`config.mk`:
```
export PLATFORM = sky130hd
export DESIGN_NAME = pbis_front
export DESIGN_NICKNAME = d
export VERILOG_FILES = /design/src/sv/pbis_pkg.sv /design/src/sv/pbis_front.sv
export SDC_FILE = /design/constraint.sdc
export NUM_CORES = 1
export LEC_CHECK = 0
export ABC_CLOCK_PERIOD_IN_PS = 4800
export BUFFER_PORTS_ARGS = -buffer_cell sky130_fd_sc_hd__buf_4
export CAP_MARGIN = 25
export CORE_MARGIN = 2
export CORE_UTILIZATION = 41
export DETAILED_ROUTE_END_ITERATION = 8
export PLACE_DENSITY_LB_ADDON = 0.3
export SYNTH_ARGS = -nofsm -noshare
export SYNTH_HDL_FRONTEND = slang
export SYNTH_SLANG_ARGS = --single-unit
```
`constraint.sdc`:
```
create_clock -name clk -period 4.8 [get_ports clk]
set_input_delay 0.48 -clock clk [delete_from_list [all_inputs] [get_ports clk]]
set_output_delay 0.48 -clock clk [all_outputs]
set_load 0.05 [all_outputs]
```
`src/sv/pbis_pkg.sv`:
```
// Shared types, constants and helpers for the palette bilinear image scaler.
// Used by every module of the block but pbis_ram; depends on nothing else.
`timescale 1ns / 1ps

package pbis_pkg;

  // Source byte store: 16-bit pixel addresses, wrapping over the whole store.
  localparam int SRC_AW    = 16;
  localparam int SRC_DEPTH = 1 << SRC_AW;

  // Default palette size.
  localparam int DEF_PALETTE_ENTRIES = 256;

  // Configuration register indexes (byte address = 4 * index).
  localparam logic [2:0] REG_SRC_WIDTH   = 3'd0;
  localparam logic [2:0] REG_SRC_HEIGHT  = 3'd1;
  localparam logic [2:0] REG_DST_WIDTH   = 3'd2;
  localparam logic [2:0] REG_DST_HEIGHT  = 3'd3;
  localparam logic [2:0] REG_PAL_COUNT   = 3'd4;
  localparam logic [2:0] REG_BOTTOM_UP   = 3'd5;

  // Item kinds carried in tuser.
  typedef enum logic [1:0] {
    KIND_PAL_WRITE = 2'd0,
    KIND_PIX_WRITE = 2'd1,
    KIND_RENDER    = 2'd2,
    KIND_NONE      = 2'd3
  } kind_t;

  // One input transaction, unpacked.
  typedef struct packed {
    kind_t       kind;
    logic [7:0]  pal_index;
    logic [7:0]  red_in;
    logic [7:0]  green_in;
    logic [7:0]  blue_in;
    logic [15:0] pixel_address;
    logic [7:0]  pixel_byte;
    logic [10:0] dst_x;
    logic [10:0] dst_y;
  } item_t;

  // One result transaction.
  typedef struct packed {
    logic [7:0]  out_red;
    logic [7:0]  out_green;
    logic [7:0]  out_blue;
    logic [10:0] out_x;
    logic [10:0] out_y;
    logic        index_error;
  } result_t;

  // Configuration register contents.
  typedef struct packed {
    logic [8:0]  src_width;
    logic [8:0]  src_height;
    logic [11:0] dst_width;
    logic [11:0] dst_height;
    logic [8:0]  pal_count;
    logic        bottom_up;
  } cfg_t;

  // Request to the serial divider. A long request yields a 20-bit quotient,
  // a short one an 8-bit quotient (dividend known to be below divisor * 256).
  typedef struct packed {
    logic        start;
    logic        long_mode;
    logic [19:0] dividend;
    logic [11:0] divisor;
  } div_req_t;

  typedef struct packed {
    logic        done;
    logic [19:0] quot;
    logic [11:0] rem;
  } div_rsp_t;

  // Pick one color channel out of a {red, green, blue} palette word.
  function automatic logic [7:0] chan_sel(input logic [23:0] rgb, input logic [1:0] ch);
    logic [7:0] v;
    case (ch)
      2'd0:    v = rgb[23:16];
      2'd1:    v = rgb[15:8];
      default: v = rgb[7:0];
    endcase
    return v;
  endfunction

endpackage

```
`src/sv/pbis_front.sv`:
```
// Front end: accepts input transactions, drops unknown kinds, queues the rest.
// Depends on pbis_pkg for the item type.
`timescale 1ns / 1ps

module pbis_front (
  input  logic            clk,
  input  logic            rst,
  input  logic            s_tvalid,
  output logic            s_tready,
  input  logic [79:0]     s_tdata,
  input  logic [1:0]      s_tuser,
  output logic            q_valid,
  output pbis_pkg::item_t q_item,
  input  logic            q_pop
);
  import pbis_pkg::*;

  item_t      entries [2];
  logic       wr_ptr;
  logic       rd_ptr;
  logic [1:0] count;
  item_t      in_item;
  logic       push;

  // Unpack the transaction fields.
  always_comb begin
    in_item.kind          = kind_t'(s_tuser);
    in_item.pal_index     = s_tdata[7:0];
    in_item.red_in        = s_tdata[15:8];
    in_item.green_in      = s_tdata[23:16];
    in_item.blue_in       = s_tdata[31:24];
    in_item.pixel_address = s_tdata[47:32];
    in_item.pixel_byte    = s_tdata[55:48];
    in_item.dst_x         = s_tdata[66:56];
    in_item.dst_y         = s_tdata[77:67];
  end

  assign s_tready = (count != 2'd2);
  assign push     = s_tvalid && s_tready && (in_item.kind != KIND_NONE);
  assign q_valid  = (count != 2'd0);
  assign q_item   = entries[rd_ptr];

  // Two-entry queue pointers and fill count.
  always_ff @(posedge clk) begin
    if (rst) begin
      wr_ptr <= 1'b0;
      rd_ptr <= 1'b0;
      count  <= 2'd0;
    end else begin
      if (push) begin
        wr_ptr <= ~wr_ptr;
      end
      if (q_pop) begin
        rd_ptr <= ~rd_ptr;
      end
      if (push && !q_pop) begin
        count <= count + 2'd1;
      end else if (!push && q_pop) begin
        count <= count - 2'd1;
      end
    end
  end

  // Queue storage.
  always_ff @(posedge clk) begin
    if (push) begin
      entries[wr_ptr] <= in_item;
    end
  end

endmodule

```
==> impl_metrics.ini, run 1 <==
[die]
core_area_um2 = 14500
pin_count = 168
start_util = 0.417
die_h_um = 125
dieArea_um2 = 15700
die_w_um = 125
rows = 44

[clock_tree]
clk_path_buf_depth = 2
clockRootBuffer = clkbuf_16
htree_num_levels = 4
numCtsBuffers = 17
cts_resized = 0
cts_tree = yes
post_cts_buffers = 0
path_clk_slew_ns = 0.06
clock_latency_ns = 0.41
clock-sinks = 165
cts_hold_buf = 0

[global_routing]
grt_pass1_wl_um = 16500
grtUsageTotal = 0.138
grt_pass1_vias = 3269
grt_max_degree = 52
grt_overflow = 0
antenna_found_initial = 0

[layout]
synthToLayoutAreaGrowth_pct = 33.7
multiInputGateArea_um2 = 1050
n_antenna_cell = 0
final_nets = 539
seqCellArea_um2 = 4910
final_common_cell = buf_4
fillers = 1174
drive_gt1_frac = 0.602
mostFrequentLayoutCells = buf_4, edfxtp_1, mux2_2, clkbuf_16, clkinv_1

[synthesis]
synth_seq_cells = 165
ys.flop_type = edfxtp_1
synth_warnings = 0
syn_area_per_cell_um2 = 22.1
syn_area_um2 = 6040
yosysSeqAreaShare = 0.812
synth_edf_count = 160
synthArstFlopShare = 0
syn_nets = 361
synthDistinctLibCells = 20
synth_cells = 274

[worst_hold_path]
min_from = s_tdata[67]
holdPathStages = 1
hold_end = entries[0][0]
hold_class = in -> reg

[critical_path]
critPathMaxFanout = 46
critPathKind = reg -> out
arrival_ns = 1.97
reg2reg_from = count[0]
crit_path_max_incr_delay_ns = 0.66
path_cells = buf_16, mux2_2, buf_4
cp-start-kind = register
reg2reg_slack_ns = 2.51
reg2regPathDepth = 4
reg2reg_to = entries[0][68]
crit_slowest_cell = dfxtp_4
critical_path_required_ns = 4.32
critPathCaptureType = output port

[route]
vias = 3060
drt-total-wl_um = 10600
ant_nets = 0
drt-vias-per-instance = 4.71
wl_per_cell_um = 16.4
drt_iter0_drc = 132
drt_pass1_iterations = 4
drc = 0

[sta]
setup_tns_ns = 0
hold_viol = 0
worst-slew-pin-transition_ns = 0.917
finalSetupViolCount = 0
skew_ns = 0.00700
fin_crit_sh = 0.511
rsz0062_at_grt = no
maxSlewViolCount = 0
finalWorstPathRequiredPeriod_ns = 2.45
relSlewSlack = 0.387
fmax_mhz = 408

[placed_design]
dp_hpwl_um = 6900
gp_congestion = 0.666
port-buffer-count = 165

[run]
drv_cap = 0

[pwr]
p_per_area_nw_per_um2 = 474
ir_drop_mv = 0.278
power.total_mw = 3.83
p_leak_nw = 2.99

[status]
status = completed
[worst max path at each step]
stage / startpoint / to / slack, ns / cells past startpoint
final: register / q_item[19] / 2.35 / 3
after global routing: register / q_item[46] / 2.22 / 3
after CTS: register / q_item[19] / 2.27 / 3
after detailed placement: s_tuser[0] / entries[0][13] / 2.32 / 5
after global placement: s_tuser[0] / entries[0][67] / 2.36 / 5
after floorplan: count[0] / entries[0][0] / 1.42 / 3
[stage by stage]
stage	cell area (µm²)	worst slack (ns)	hold WS (ns)	util	std cells
after global placement	7450	2.36	0.496	0.515	615
after detailed placement	7510	2.32	0.509	0.518	617
final	8080	2.35	0.250	0.558	649
after global routing	8080	2.22	0.225	0.558	649
after floorplan	6050	1.42	0.480	-	274
after CTS	8080	2.27	0.227	0.558	649
[cells in the mapped netlist, types with 2 or more instances]
| cell type | n | area share |
|---|---|---|
| edfxtp_1 | 160 | 0.80 |
| dfxtp_1 | 5 | 0.017 |
| mux2_2 | 80 | 0.15 |
| nor2_1 | 4 | 0.0025 |
| xor2_1 | 2 | 0.0029 |
| nor2b_1 | 2 | 0.0021 |
| buf_6 | 8 | 0.015 |
[flip-flops by register name, summed over array words and instances (netlist names), named ones only]
signal   count
count        2
entries    160
rd_ptr       1
wr_ptr       1
[metal layers]
metal  GRT usage  vias to the layer above  routed length [µm]
met5           0                        -                   0
met4      0.0660                        0                 224
met3      0.0454                       16                 657
met2       0.245                       98                5730
met1       0.149                     1508                4030
li1            -                     1438                   -
[area by class of cell]
type	instances	area share
clock buffer	19	0.0536
clock inverter	13	0.0172
inverter	1	0.000465
multi-input combinational	99	0.130
sequential	165	0.608
tap	184	0.0285
timing repair buffer	168	0.163
[worst max-delay path, delay by kind of cell (launching register included)]
kind / cells / cell delay, ns
DFF: 1 / 0.66
buffers and inverters: 2 / 0.50
muxes: 1 / 0.38
[cell families (layout without fill, tap and decap cells)]
logic type | after synthesis | after routing | synth area share
flops | 165 | 165 | 0.812
mux | 81 | 81 | 0.152
simple gates | 12 | 12 | 0.0124
buf+inv | 10 | 201 | 0.0164
xor+xnor | 3 | 3 | 0.00435
compound gates | 2 | 2 | 0.00165
fa+ha+maj | 1 | 1 | 0.00207
[power breakdown]
part           leakage [nW]  internal, mW  switching [mW]
Combinational          1.20         0.271           0.501
Sequential             1.52          1.72          0.0394
Clock                 0.274         0.805           0.499
Power figures use the tool's default switching activity.
==> run 2: changes to the inputs <==
Settings changed: ABC_CLOCK_PERIOD_IN_PS 4800 to 2050.
Clock period 4.8 ns to 2.05 ns, I/O delays scaled along.
==> run 2 against run 1 <==
  * Global-route usage grew 1.8 points
  * Sequential share of layout area shrank 5.9 points
  * Sequential cell count is the same
  * Core utilization grew 6.1 points
  * Worst hold slack lost 0.19 ns
  * Final cell count grew 13%
  * Wire length grew 9.4%
  * Die area is the same
  * Register-to-register slack lost 2.1 ns
  * Worst setup slack lost 2.2 ns
  * Non-clock buffer count grew 84
  * Clock power grew 150%
  * Largest cell class unchanged
  * Highest routed layer unchanged
==> impl_metrics.ini, run 2 (same netlist as run 1, synthesis figures left out) <==
[global_routing]
antenna_found_initial = 0
grt_max_degree = 50
use_met3 = 0.0561
grtUsageTotal = 0.156
met1_usage = 0.174
grt_pass1_vias = 3808
gr-usage-met2 = 0.269
busiest_layer = met2
grt_pass1_wl_um = 18700
grt_overflow = 0

[die]
die_w_um = 125
dieArea_um2 = 15700
core_area_um2 = 14500
pin_count = 168
die_h_um = 125
start_util = 0.417
rows = 44

[critical_path]
reg2regPathDepth = 4
path_cells = buf_12, mux2_2, buf_4
critPathCaptureType = output port
arrival_ns = 1.67
reg2reg_slack_ns = 0.40
crit_slowest_cell = mux2_2
critPathMaxFanout = 47
reg2reg_to = entries[1][43]
crit_path_max_incr_delay_ns = 0.39
cp-start-kind = register
critical_path_required_ns = 1.85
reg2reg_from = count[0]
critPathKind = reg -> out

[clock_tree]
clockRootBuffer = clkbuf_16
path_clk_slew_ns = 0.06
numCtsBuffers = 17
cts_tree = yes
cts_resized = 0
clk_path_buf_depth = 2
clock-sinks = 165
htree_num_levels = 4
post_cts_buffers = 0
clock_latency_ns = 0.41

[sta]
skew_ns = 0.00650
finalWorstPathRequiredPeriod_ns = 1.88
fin_crit_sh = 0.916
rsz0062_at_grt = no
finalSetupViolCount = 0
fmax_mhz = 533
relSlewSlack = 0.788
setup_tns_ns = 0
maxSlewViolCount = 0
worst-slew-pin-transition_ns = 0.318
hold_viol = 0

[layout]
top_regs = entries (160), count (2)
final_nets = 623
regMostFlops = entries
drive_gt1_frac = 0.519
utilization = 0.619
synthToLayoutAreaGrowth_pct = 48.2
largest_reg_flops = 160
final_common_cell = buf_4
n_antenna_cell = 0
mostFrequentLayoutCells = buf_4, edfxtp_1, dlygate4sd3_1, mux2_2, clkbuf_16

[status]
status = completed

[worst_hold_path]
holdPathStages = 3
hold_class = in -> reg
min_from = q_pop
hold_end = rd_ptr

[route]
wl_per_cell_um = 15.9
drt_pass1_iterations = 4
drt_iter0_drc = 188
ant_nets = 0
vias = 3414
drc = 0
drt-vias-per-instance = 4.67
drt-total-wl_um = 11600

[pwr]
p_leak_nw = 3.36
p_per_area_nw_per_um2 = 1040
ir_drop_mv = 0.546

[placed_design]
port-buffer-count = 165
dp_hpwl_um = 6970
gp_congestion = 0.677

[run]
drv_cap = 0
-- run 2: cell types whose count changed in the layout (fill, tap and decap cells not counted), sizes merged --
cell / delta
dlygate4sd3: +81
bufinv: +1
buf: +3
clkinv: -3
-- run 2: per-layer routing --
| layer | vias up | share of wire |
|---|---|---|
| met3 | 17 | 0.062 |
| met2 | 115 | 0.52 |
| met5 | - | 0 |
| li1 | 1604 | - |
| met4 | 0 | 0.017 |
| met1 | 1678 | 0.40 |
-- run 2: repair_timing --
item	4_1_cts	5_1_grt
endpoints found under the hold margin	164	0
hold buffers	81	0
setup endpoints to repair	0	0
-- run 2: worst max-delay path by stage --
stage / startpoint / endpoint / slack (ns) / cells past startpoint
6_report: register / q_item[50] / 0.17 / 3
5_1_grt: register / q_item[50] / 0.11 / 3
4_1_cts: register / q_item[46] / 0.17 / 3
3_5_place_dp: count[0] / entries[1][41] / 0.38 / 4
3_3_place_gp: count[0] / entries[1][32] / 0.42 / 4
2_1_floorplan: count[0] / entries[0][0] / -0.39 / 3
-- run 2: layout make-up --
class | instances | area, µm²
inverter | 1 | 3.75
clock inverter | 11 | 160
sequential | 165 | 4910
timing repair buffer | 252 | 2170
tap | 184 | 230
clock buffer | 19 | 433
fill | 1049 | 5520
multi-input combinational | 99 | 1050
-- run 2: where the power goes --
group          switching (mW)  internal (mW)  leakage, nW
Sequential             0.0678           4.02         1.52
Clock                    1.19           2.01        0.281
Combinational            1.23          0.756         1.56
-- run 2: worst max-delay path: cells and delay by family, from the launching register on --
family / cells / cell delay, ns
flops: 1 / 0.37
buf+inv: 2 / 0.42
mux: 1 / 0.39
-- run 2: metrics by stage --
step	std cells	power [mW]	hold WS, ns	setup WS (ns)	area (µm²)
after CTS	731	9.37	0.0394	0.167	8960
after floorplan	274	5.42	0.270	-0.389	6050
after global routing	731	9.62	0.0643	0.115	8960
after global placement	620	6.00	0.391	0.419	7550
after detailed placement	620	6.04	0.392	0.384	7550
final	731	9.27	0.0585	0.173	8960
