==> src/sv/pbis_pkg.sv <==
// Shared types, constants and helpers for the palette bilinear image scaler.
// Used by every module of the block but pbis_ram; depends on nothing else.
`timescale 1ns / 1ps

package pbis_pkg;

  // Source byte store: 16-bit pixel addresses, wrapping over the whole store.
  localparam int SRC_AW    = 16;
  localparam int SRC_DEPTH = 1 << SRC_AW;

  // Default palette size.
  localparam int DEF_PALETTE_ENTRIES = 256;

  // Configuration register indexes (byte address = 4 * index).
  localparam logic [2:0] REG_SRC_WIDTH   = 3'd0;
  localparam logic [2:0] REG_SRC_HEIGHT  = 3'd1;
  localparam logic [2:0] REG_DST_WIDTH   = 3'd2;
  localparam logic [2:0] REG_DST_HEIGHT  = 3'd3;
  localparam logic [2:0] REG_PAL_COUNT   = 3'd4;
  localparam logic [2:0] REG_BOTTOM_UP   = 3'd5;

  // Item kinds carried in tuser.
  typedef enum logic [1:0] {
    KIND_PAL_WRITE = 2'd0,
    KIND_PIX_WRITE = 2'd1,
    KIND_RENDER    = 2'd2,
    KIND_NONE      = 2'd3
  } kind_t;

  // One input transaction, unpacked.
  typedef struct packed {
    kind_t       kind;
    logic [7:0]  pal_index;
    logic [7:0]  red_in;
    logic [7:0]  green_in;
    logic [7:0]  blue_in;
    logic [15:0] pixel_address;
    logic [7:0]  pixel_byte;
    logic [10:0] dst_x;
    logic [10:0] dst_y;
  } item_t;

  // One result transaction.
  typedef struct packed {
    logic [7:0]  out_red;
    logic [7:0]  out_green;
    logic [7:0]  out_blue;
    logic [10:0] out_x;
    logic [10:0] out_y;
    logic        index_error;
  } result_t;

  // Configuration register contents.
  typedef struct packed {
    logic [8:0]  src_width;
    logic [8:0]  src_height;
    logic [11:0] dst_width;
    logic [11:0] dst_height;
    logic [8:0]  pal_count;
    logic        bottom_up;
  } cfg_t;

  // Request to the serial divider. A long request yields a 20-bit quotient,
  // a short one an 8-bit quotient (dividend known to be below divisor * 256).
  typedef struct packed {
    logic        start;
    logic        long_mode;
    logic [19:0] dividend;
    logic [11:0] divisor;
  } div_req_t;

  typedef struct packed {
    logic        done;
    logic [19:0] quot;
    logic [11:0] rem;
  } div_rsp_t;

  // Pick one color channel out of a {red, green, blue} palette word.
  function automatic logic [7:0] chan_sel(input logic [23:0] rgb, input logic [1:0] ch);
    logic [7:0] v;
    case (ch)
      2'd0:    v = rgb[23:16];
      2'd1:    v = rgb[15:8];
      default: v = rgb[7:0];
    endcase
    return v;
  endfunction

endpackage

==> src/sv/pbis_div.sv <==
// Radix-2 restoring divider, one quotient bit per cycle, shared by all divisions.
// Depends on pbis_pkg for the request and response structs.
`timescale 1ns / 1ps

module pbis_div (
  input  logic               clk,
  input  logic               rst,
  input  pbis_pkg::div_req_t req,
  output pbis_pkg::div_rsp_t rsp
);
  import pbis_pkg::*;

  logic        busy;
  logic        done;
  logic        long_r;
  logic [4:0]  cnt;
  logic [11:0] rem;
  logic [19:0] q;
  logic [11:0] den;

  logic [12:0] partial;
  logic [12:0] diff;
  logic        qbit;
  logic [11:0] rem_next;

  // One trial subtraction per cycle.
  always_comb begin
    partial  = {rem, q[19]};
    diff     = partial - {1'b0, den};
    qbit     = ~diff[12];
    rem_next = qbit ? diff[11:0] : partial[11:0];
  end

  // Control: count steps and pulse done after the last one.
  always_ff @(posedge clk) begin
    if (rst) begin
      busy <= 1'b0;
      done <= 1'b0;
      cnt  <= '0;
    end else begin
      done <= 1'b0;
      if (req.start) begin
        busy <= 1'b1;
        cnt  <= req.long_mode ? 5'd20 : 5'd8;
      end else if (busy) begin
        cnt <= cnt - 5'd1;
        if (cnt == 5'd1) begin
          busy <= 1'b0;
          done <= 1'b1;
        end
      end
    end
  end

  // Datapath: short divisions skip the leading quotient bits known to be zero.
  always_ff @(posedge clk) begin
    if (req.start) begin
      den    <= req.divisor;
      long_r <= req.long_mode;
      rem    <= req.long_mode ? 12'd0 : req.dividend[19:8];
      q      <= req.long_mode ? req.dividend : {req.dividend[7:0], 12'd0};
    end else if (busy) begin
      rem <= rem_next;
      q   <= {q[18:0], qbit};
    end
  end

  assign rsp.done = done;
  assign rsp.quot = long_r ? q : {12'd0, q[7:0]};
  assign rsp.rem  = rem;

endmodule

==> config.mk <==
export PLATFORM = sky130hd
export DESIGN_NAME = pbis_div
export DESIGN_NICKNAME = d
export VERILOG_FILES = /design/src/sv/pbis_pkg.sv /design/src/sv/pbis_div.sv
export SDC_FILE = /design/constraint.sdc
export NUM_CORES = 1
export LEC_CHECK = 0
export ABC_CLOCK_PERIOD_IN_PS = 5200
export BUFFER_PORTS_ARGS = -buffer_cell sky130_fd_sc_hd__buf_2
export CAP_MARGIN = 20
export CELL_PAD_IN_SITES_DETAIL_PLACEMENT = 0
export CELL_PAD_IN_SITES_GLOBAL_PLACEMENT = 2
export CORE_UTILIZATION = 37
export CTS_CLUSTER_DIAMETER = 40
export CTS_CLUSTER_SIZE = 8
export DETAILED_ROUTE_END_ITERATION = 12
export PLACE_DENSITY = 0.87
export SLEW_MARGIN = 20
export SYNTH_ARGS = -nofsm -noshare
export SYNTH_HDL_FRONTEND = slang
export SYNTH_SLANG_ARGS = --single-unit
==> constraint.sdc <==
create_clock -name clk -period 5.2 [get_ports clk]
set_input_delay 0 -clock clk [delete_from_list [all_inputs] [get_ports clk]]
set_output_delay 0 -clock clk [all_outputs]
set_load 0.02 [all_outputs]
==> results of run 1 <==
## through the flow
| step | cells | total power [W] | instance area, um2 |
|---|---|---|---|
| finish | 461 | 0.00166 | 3690 |
| global route | 461 | 0.00178 | 3690 |
| CTS | 460 | 0.00167 | 3680 |
| detailed placement | 435 | 0.00141 | 3410 |
| global placement | 435 | 0.00140 | 3410 |
| floorplan | 288 | 0.00126 | 3080 |
## flip-flops by register name (all words and copies together) (netlist names)
register	flops
cnt	5
done	1
rem	12
busy	1
long_r	1
q	20
den	12
## cell families after synthesis
group / Yosys count
muxes: 16
buffers and inverters: 42
DFF: 52
xor gates and xnor gates: 11
AOI/OAI and AO/OA: 71
and+or+nand+nor: 81
adders and majority gates: 15
## cell usage in the layout, fill, tap and decap left out, types with 4 or more instances in the layout
cell type,n
buf_2,68
a22o_1,11
mux2i_1,15
nand3b_1,4
inv_1,17
ha_1,14
clkbuf_8,5
nor2_1,22
and2_1,15
edfxtp_1,45
nor3_1,7
xnor2_1,5
o21ai_0,11
nor2b_1,4
dlygate4sd3_1,18
dfxtp_1,7
xor2_1,6
nand2_1,15
a21oi_1,17
## worst max path at each step
stage,from,endpoint,slack [ns],cells after the start
floorplan,q[19],rem[11],2.69,12
global placement,q[19],rem[8],2.21,10
detailed placement,q[19],rem[8],2.13,10
CTS,q[19],rem[8],2.08,10
global route,q[19],rem[8],1.82,10
finish,q[19],rem[8],2.10,10
## worst reg2reg max path, delay by kind of cell, from the launching register on
kind	cells	cell delay, ns
AO/OA/AOI/OAI	3	0.77
adder cells (fa/ha/maj)	2	0.61
flip-flops	1	0.41
buffers and inverters	2	0.16
AND/OR/NAND/NOR	3	0.93
## cell type report
class / instances / area (um2) / share of cell area (%)
Clock buffer: 8 / 101 / 2.75
Inverter: 18 / 67.6 / 1.83
Multi-Input combinational cell: 194 / 1370 / 37.2
Sequential cell: 52 / 1490 / 40.4
Tap cell: 102 / 128 / 3.46
Timing Repair Buffer: 87 / 528 / 14.3
## per-layer routing
layer  wire (um)  GRT usage [%]  share of wire, %
met2        3170           26.4                45
met5           0              0                 0
met3         349           2.85               5.0
met4         103           5.51               1.5
met1        3410           23.3                49
## report_power, final
| part | switching (W) | internal [W] |
|---|---|---|
| clock network | 0.000135 | 0.000125 |
| registers | 0.0000633 | 0.000555 |
| logic | 0.000447 | 0.000336 |
| total | 0.000645 | 0.00102 |
## what timing repair did
| action | 4_1_cts | 5_1_grt |
|---|---|---|
| hold buffers | 17 | 1 |
| endpoints found under the hold margin | 24 | 1 |
| setup buffers | 0 | 0 |
==> impl_metrics.yaml, run 1 <==
status:
  status: "complete, no violations"
logic_synthesis:
  synth_edf_count: 45
  synthXorXnorAreaFrac_pct: 3.13
  async_reset_ff_share_pct: 0
  yosys.area.top_type: "edfxtp_1"
  syn-instance-count: 288
  yosys.area_share.adder_pct: 6.33
  syn-num-nets: 339
  synth.avg_cell_area_um2: 10.7
  synth_compound_area_share_pct: 16.0
  synth.top_cell.area_share_pct: 43.8
  synth_area_mm2: 0.00308
  ys.flop_type: "edfxtp_1"
  synth_top_cells_by_count: "edfxtp_1, nor2_1, a21oi_1, inv_1"
  ys_warn_count: 0
  ys_seq_elements: 52
  synth.distinct_cells: 51
  seq_area_frac_synth_pct: 48.4
  yosys.area_share.simple_pct: 13.7
  synth_most_common_cell: "edfxtp_1"
  synth.area.mux_share_pct: 5.36
  synth_top_family_by_area: "compound AO/OA/AOI/OAI gates"
  ys_top_cells_by_area: "edfxtp_1, ha_1, mux2i_1, dfxtp_1, a22o_1"
sta:
  worst_pin_slew_ns: 0.916
  fin_crit_ns: 3.10
  drv_slew: 0
  worst_slack_ns: 2.10
  timing.final.crit_share_pct: 59.6
  slew_headroom_pct: 38.7
  hold_viol_final: 0
  rsz0062_at_grt: "no"
  finalHoldWorstSlack_ns: 0.00840
  finClkSkew_ns: 0.00696
  max_freq_mhz: 323
  fin_setup_tns_ns: 0
  setup_viol: 0
global_route:
  grt_max_degree: 54
  grt_pass1_wl_mm: 11.2
  gr-total-overflow: 0
  grt_pass1_vias: 2267
  grtUsageTotal_pct: 16.7
  antenna_found_initial: 0
layout:
  nFillCells: 729
  final_util_pct: 46.8
  area_growth_pct: 19.7
  drive_gt1_share_pct: 23.4
  diodes: 0
  final_nets: 409
critical_path:
  worstSetupPathType: "register to register"
  path_max_fanout: 19
  crit_chain: "inv_1, ha_1, inv_1, fa_1, a211oi_2, o21ai_1, nand3_1, and4b_1, nor3_1, a311o_2"
  path_buf_inv: 2
  cp-end-kind: "register"
  cp_data_required_time_ns: 5.26
  arrival_ns: 3.17
  critPathTopFamily: "simple AND/OR/NAND/NOR gates"
  cpMostUsedCell: "inv_1"
  r2r_start: "q[19]"
  startpoint_type: "register"
  cp_slowest_stage_delay_ns: 0.73
  reg2reg_depth: 10
  r2r_end: "rem[8]"
  critPathSlowestCell: "and4b_1"
  r2r_slack_ns: 2.10
placed_design:
  port_buffers: 68
  gp_congestion: 0.798
  dp_hpwl_mm: 5.09
  dp_slack_ns: 2.13
die:
  rows: 32
  ios: 69
  start_util_pct: 39.1
  dieHeight_um: 93.3
  core_mm2: 0.00789
  fp.dieArea_mm2: 0.00870
  die_w_um: 93.3
clocking:
  path_clk_slew_ns: 0.09
  cts_buffers: 5
  htreeDepth: 2
  numClockSinks: 52
  cts_resized: 0
  clkLatencyLatePin_ns: 0.30
  clockRootBuffer: "clkbuf_8"
  cts_buffer_depth: 2
  cts_tree: "built"
routing:
  routed_wl_mm: 7.03
  ant_nets: 0
  drc: 0
  routed_via_density: 5.22
  wl_per_cell_um: 15.3
  vias: 2406
  dr.first_iter.drc_count: 118
  firstDrtPassIters: 4
hold_path:
  worstHoldEndpoint: "rem[6]"
  hp-class: "primary input to register"
  hold_depth: 3
  min_from: "req[26]"
power_and_ir_drop:
  leakagePower_nw: 1.57
  ir_drop_mv: 0.153
  powerDensity_mw_per_mm2: 450
flow_run:
  maxCapViolCount: 0
Note: power is estimated with default switching activity, not from simulation.
==> run 2: changes to the inputs <==
--- a/config.mk
+++ b/config.mk
@@ -5,16 +5,17 @@
 export SDC_FILE = /design/constraint.sdc
 export NUM_CORES = 1
 export LEC_CHECK = 0
-export ABC_CLOCK_PERIOD_IN_PS = 5200
+export ABC_AREA = 1
+export ABC_CLOCK_PERIOD_IN_PS = 2500
 export BUFFER_PORTS_ARGS = -buffer_cell sky130_fd_sc_hd__buf_2
 export CAP_MARGIN = 20
 export CELL_PAD_IN_SITES_DETAIL_PLACEMENT = 0
 export CELL_PAD_IN_SITES_GLOBAL_PLACEMENT = 2
-export CORE_UTILIZATION = 37
+export CORE_UTILIZATION = 29
 export CTS_CLUSTER_DIAMETER = 40
 export CTS_CLUSTER_SIZE = 8
 export DETAILED_ROUTE_END_ITERATION = 12
-export PLACE_DENSITY = 0.87
+export PLACE_DENSITY = 0.79
 export SLEW_MARGIN = 20
 export SYNTH_ARGS = -nofsm -noshare
 export SYNTH_HDL_FRONTEND = slang
==> constraint.sdc (replaced) <==
create_clock -name clk -period 2.5 [get_ports clk]
set_input_delay 0 -clock clk [delete_from_list [all_inputs] [get_ports clk]]
set_output_delay 0 -clock clk [all_outputs]
set_load 0.02 [all_outputs]
==> run 2 against run 1 <==
Via count grew 18%. Total power rose by 110%. Critical path depth increased by 2. Synthesized cell count grew 46%. Sequential cell count is the same. Largest cell class unchanged. Largest power group unchanged. Highest routed layer unchanged.
==> impl_metrics.yaml, run 2 <==
global_route:
  grt_pass1_wl_mm: 14.3
  grt_max_degree: 20
  met2_usage_pct: 26.3
  grt.busiest_layer: "met2"
  grt_pass1_vias: 2835
  gr-total-overflow: 0
  grtUsageTotal_pct: 15.7
  antenna_found_initial: 0
  use_met3_pct: 2.15
  grtUsageMet1_pct: 21.2
power_and_ir_drop:
  powerDensity_mw_per_mm2: 867
  p_sw_w: 0.00128
  seqPwrFrac_pct: 34.0
  p_comb_share_pct: 38.2
  clock_power_share_pct: 27.8
  p_int_w: 0.00228
  leakagePower_nw: 2.14
  ir_drop_mv: 0.288
  swShare_pct: 36.0
placed_design:
  port_buffers: 68
  gp_congestion: 0.780
  place_inst: 616
  dp_hpwl_mm: 6.87
clocking:
  numClockSinks: 52
  cts_buffers: 5
  clockRootBuffer: "clkbuf_16"
  cts_buffer_depth: 2
  cts_tree: "built"
  cts_setup_buffers: 0
  path_clk_slew_ns: 0.07
  clkLatencyLatePin_ns: 0.29
  htreeDepth: 2
sta:
  setup_viol: 0
  worst_pin_slew_ns: 0.469
  fin_setup_tns_ns: 0
  slew_headroom_pct: 68.7
  timing.final.crit_share_pct: 90.8
  max_freq_mhz: 440
  finClkSkew_ns: 0.00642
  drv_slew: 0
  rsz0062_at_grt: "no"
  hold_viol_final: 0
  fin_crit_ns: 2.27
logic_synthesis:
  syn-num-nets: 472
  async_reset_ff_share_pct: 0
  ys.flop_type: "edfxtp_1"
  synth_most_common_cell: "nand2_1"
  synth.distinct_cells: 29
  synth_top_cells_by_count: "nand2_1, inv_1, nand3_1"
  ys_warn_count: 0
  seq_area_frac_synth_pct: 44.9
  synth_edf_count: 45
  ys_seq_elements: 52
  ys_top_cells_by_area: "edfxtp_1, nand2_1, inv_1, nand3_1, ha_1"
  synth_area_mm2: 0.00332
  synth.avg_cell_area_um2: 7.89
  syn-instance-count: 421
  yosys.area.top_type: "edfxtp_1"
  synth.top_cell.area_share_pct: 40.7
layout:
  drive_gt1_share_pct: 19.3
  final_util_pct: 37.4
  final_nets: 547
  final_cell_mix: "nand2_1, inv_1, buf_2, nand3_1, edfxtp_1"
  fin_cells: 637
  diodes: 0
  largest_reg_flops: 20
  area_growth_pct: 23.6
  final_common_cell: "nand2_1"
  reg_top3: "q (20), den (12), rem (12)"
  top_register: "q"
routing:
  firstDrtPassIters: 4
  vias: 2849
  dr.first_iter.drc_count: 112
  wl_per_cell_um: 13.7
  routed_wl_mm: 8.75
  ant_nets: 0
  routed_via_density: 4.47
  drc: 0
flow_run:
  maxCapViolCount: 0
die:
  die_w_um: 109
  ios: 69
  rows: 38
  fp.dieArea_mm2: 0.0119
  core_mm2: 0.0110
  start_util_pct: 30.2
  dieHeight_um: 109
critical_path:
  cp_data_required_time_ns: 2.53
  cpMostUsedCell: "nand3_2"
  critPathSlowestCell: "fa_1"
  critPathTopFamily: "simple AND/OR/NAND/NOR gates"
  startpoint_type: "register"
  crit_chain: "inv_1, ha_1, inv_1, fa_1, nand3_1, nand3_2, nand3_2, nand3_2, nand2_4, nand2_2, nand2_1, o21ai_0"
  cp-end-kind: "register"
  worstSetupPathType: "register to register"
  path_buf_inv: 2
  arrival_ns: 2.30
  cp_slowest_stage_delay_ns: 0.42
  path_max_fanout: 13
status:
  status: "complete, no violations"
hold_path:
  hp-class: "primary input to register"
## run 2: cell count changes in the layout (fill, tap and decap cells not counted), sizes merged, moves of 6 or more
cell / before / now
nor2: 22 / 12
a21oi: 17 / 8
a22o: 11 / 0
nand2: 15 / 139
and2: 15 / 0
nand3: 3 / 53
mux2i: 15 / 0
o211ai: 3 / 9
inv: 17 / 80
## run 2: worst paths after layout
check	startpoint	endpoint	slack [ns]	cells after the start
worst max-delay path	q[19]	q[0]	0.23	12
worst min-delay path	req[22]	rem[2]	0.01	3
worst max register to register	q[19]	q[0]	0.23	12
worst min register to register	cnt[4]	cnt[4]	0.49	2
## run 2: kinds of logic after synthesis
group	synth area share, %
buffers and inverters	13.0
adders and majority gates	5.88
AOI/OAI and AO/OA	5.69
DFF	44.9
xor gates and xnor gates	1.05
and+or+nand+nor	29.5
## run 2: cell type report
class                      instances  area [um2]
clock buffer                       5         125
clock inverter                     3        90.1
fill                            1154        6880
inverter                          80         300
multi-input combinational        270        1410
sequential                        52        1490
tap                              140         175
timing repair buffer              87         515
## run 2: worst reg2reg max path, stage by stage (launching register included)
cell and delay, ns:
edfxtp_1 0.39, inv_1 0.09, ha_1 0.14, inv_1 0.07, fa_1 0.42, nand3_1 0.12
nand3_2 0.12, nand3_2 0.12, nand3_2 0.11, nand2_4 0.17, nand2_2 0.11, nand2_1 0.07
o21ai_0 0.09
## run 2: repair_timing
item                                    CTS  global route
hold endpoints to repair                 16             0
gates resized for setup                   0             3
endpoints found under the setup margin    0             5
hold buffers                             13             0
## run 2: routing by layer
layer,up-vias,wire [um]
li1,1492,-
met1,1302,4160
met2,53,4290
met3,2,292
met4,0,8
met5,-,0
## run 2: stage by stage
stage	total power (W)	hold WS [ns]	setup WS [ns]	area, um2
CTS	0.00359	0.00837	0.0982	4100
floorplan	0.00222	0.0691	0.436	3320
detailed placement	0.00258	0.179	0.106	3750
global placement	0.00258	0.180	0.198	3750
finish	0.00356	0.0107	0.230	4110
global route	0.00383	0.0121	0.00305	4110
## run 2: power by group through the flow
stage	clock network, W	registers [W]	logic [W]
after detailed placement	0	0.00123	0.00134
after global routing	0.00105	0.00123	0.00155
final	0.000991	0.00121	0.00136
after floorplan	0	0.00126	0.000951
after global placement	0	0.00124	0.00134
after CTS	0.00101	0.00122	0.00137
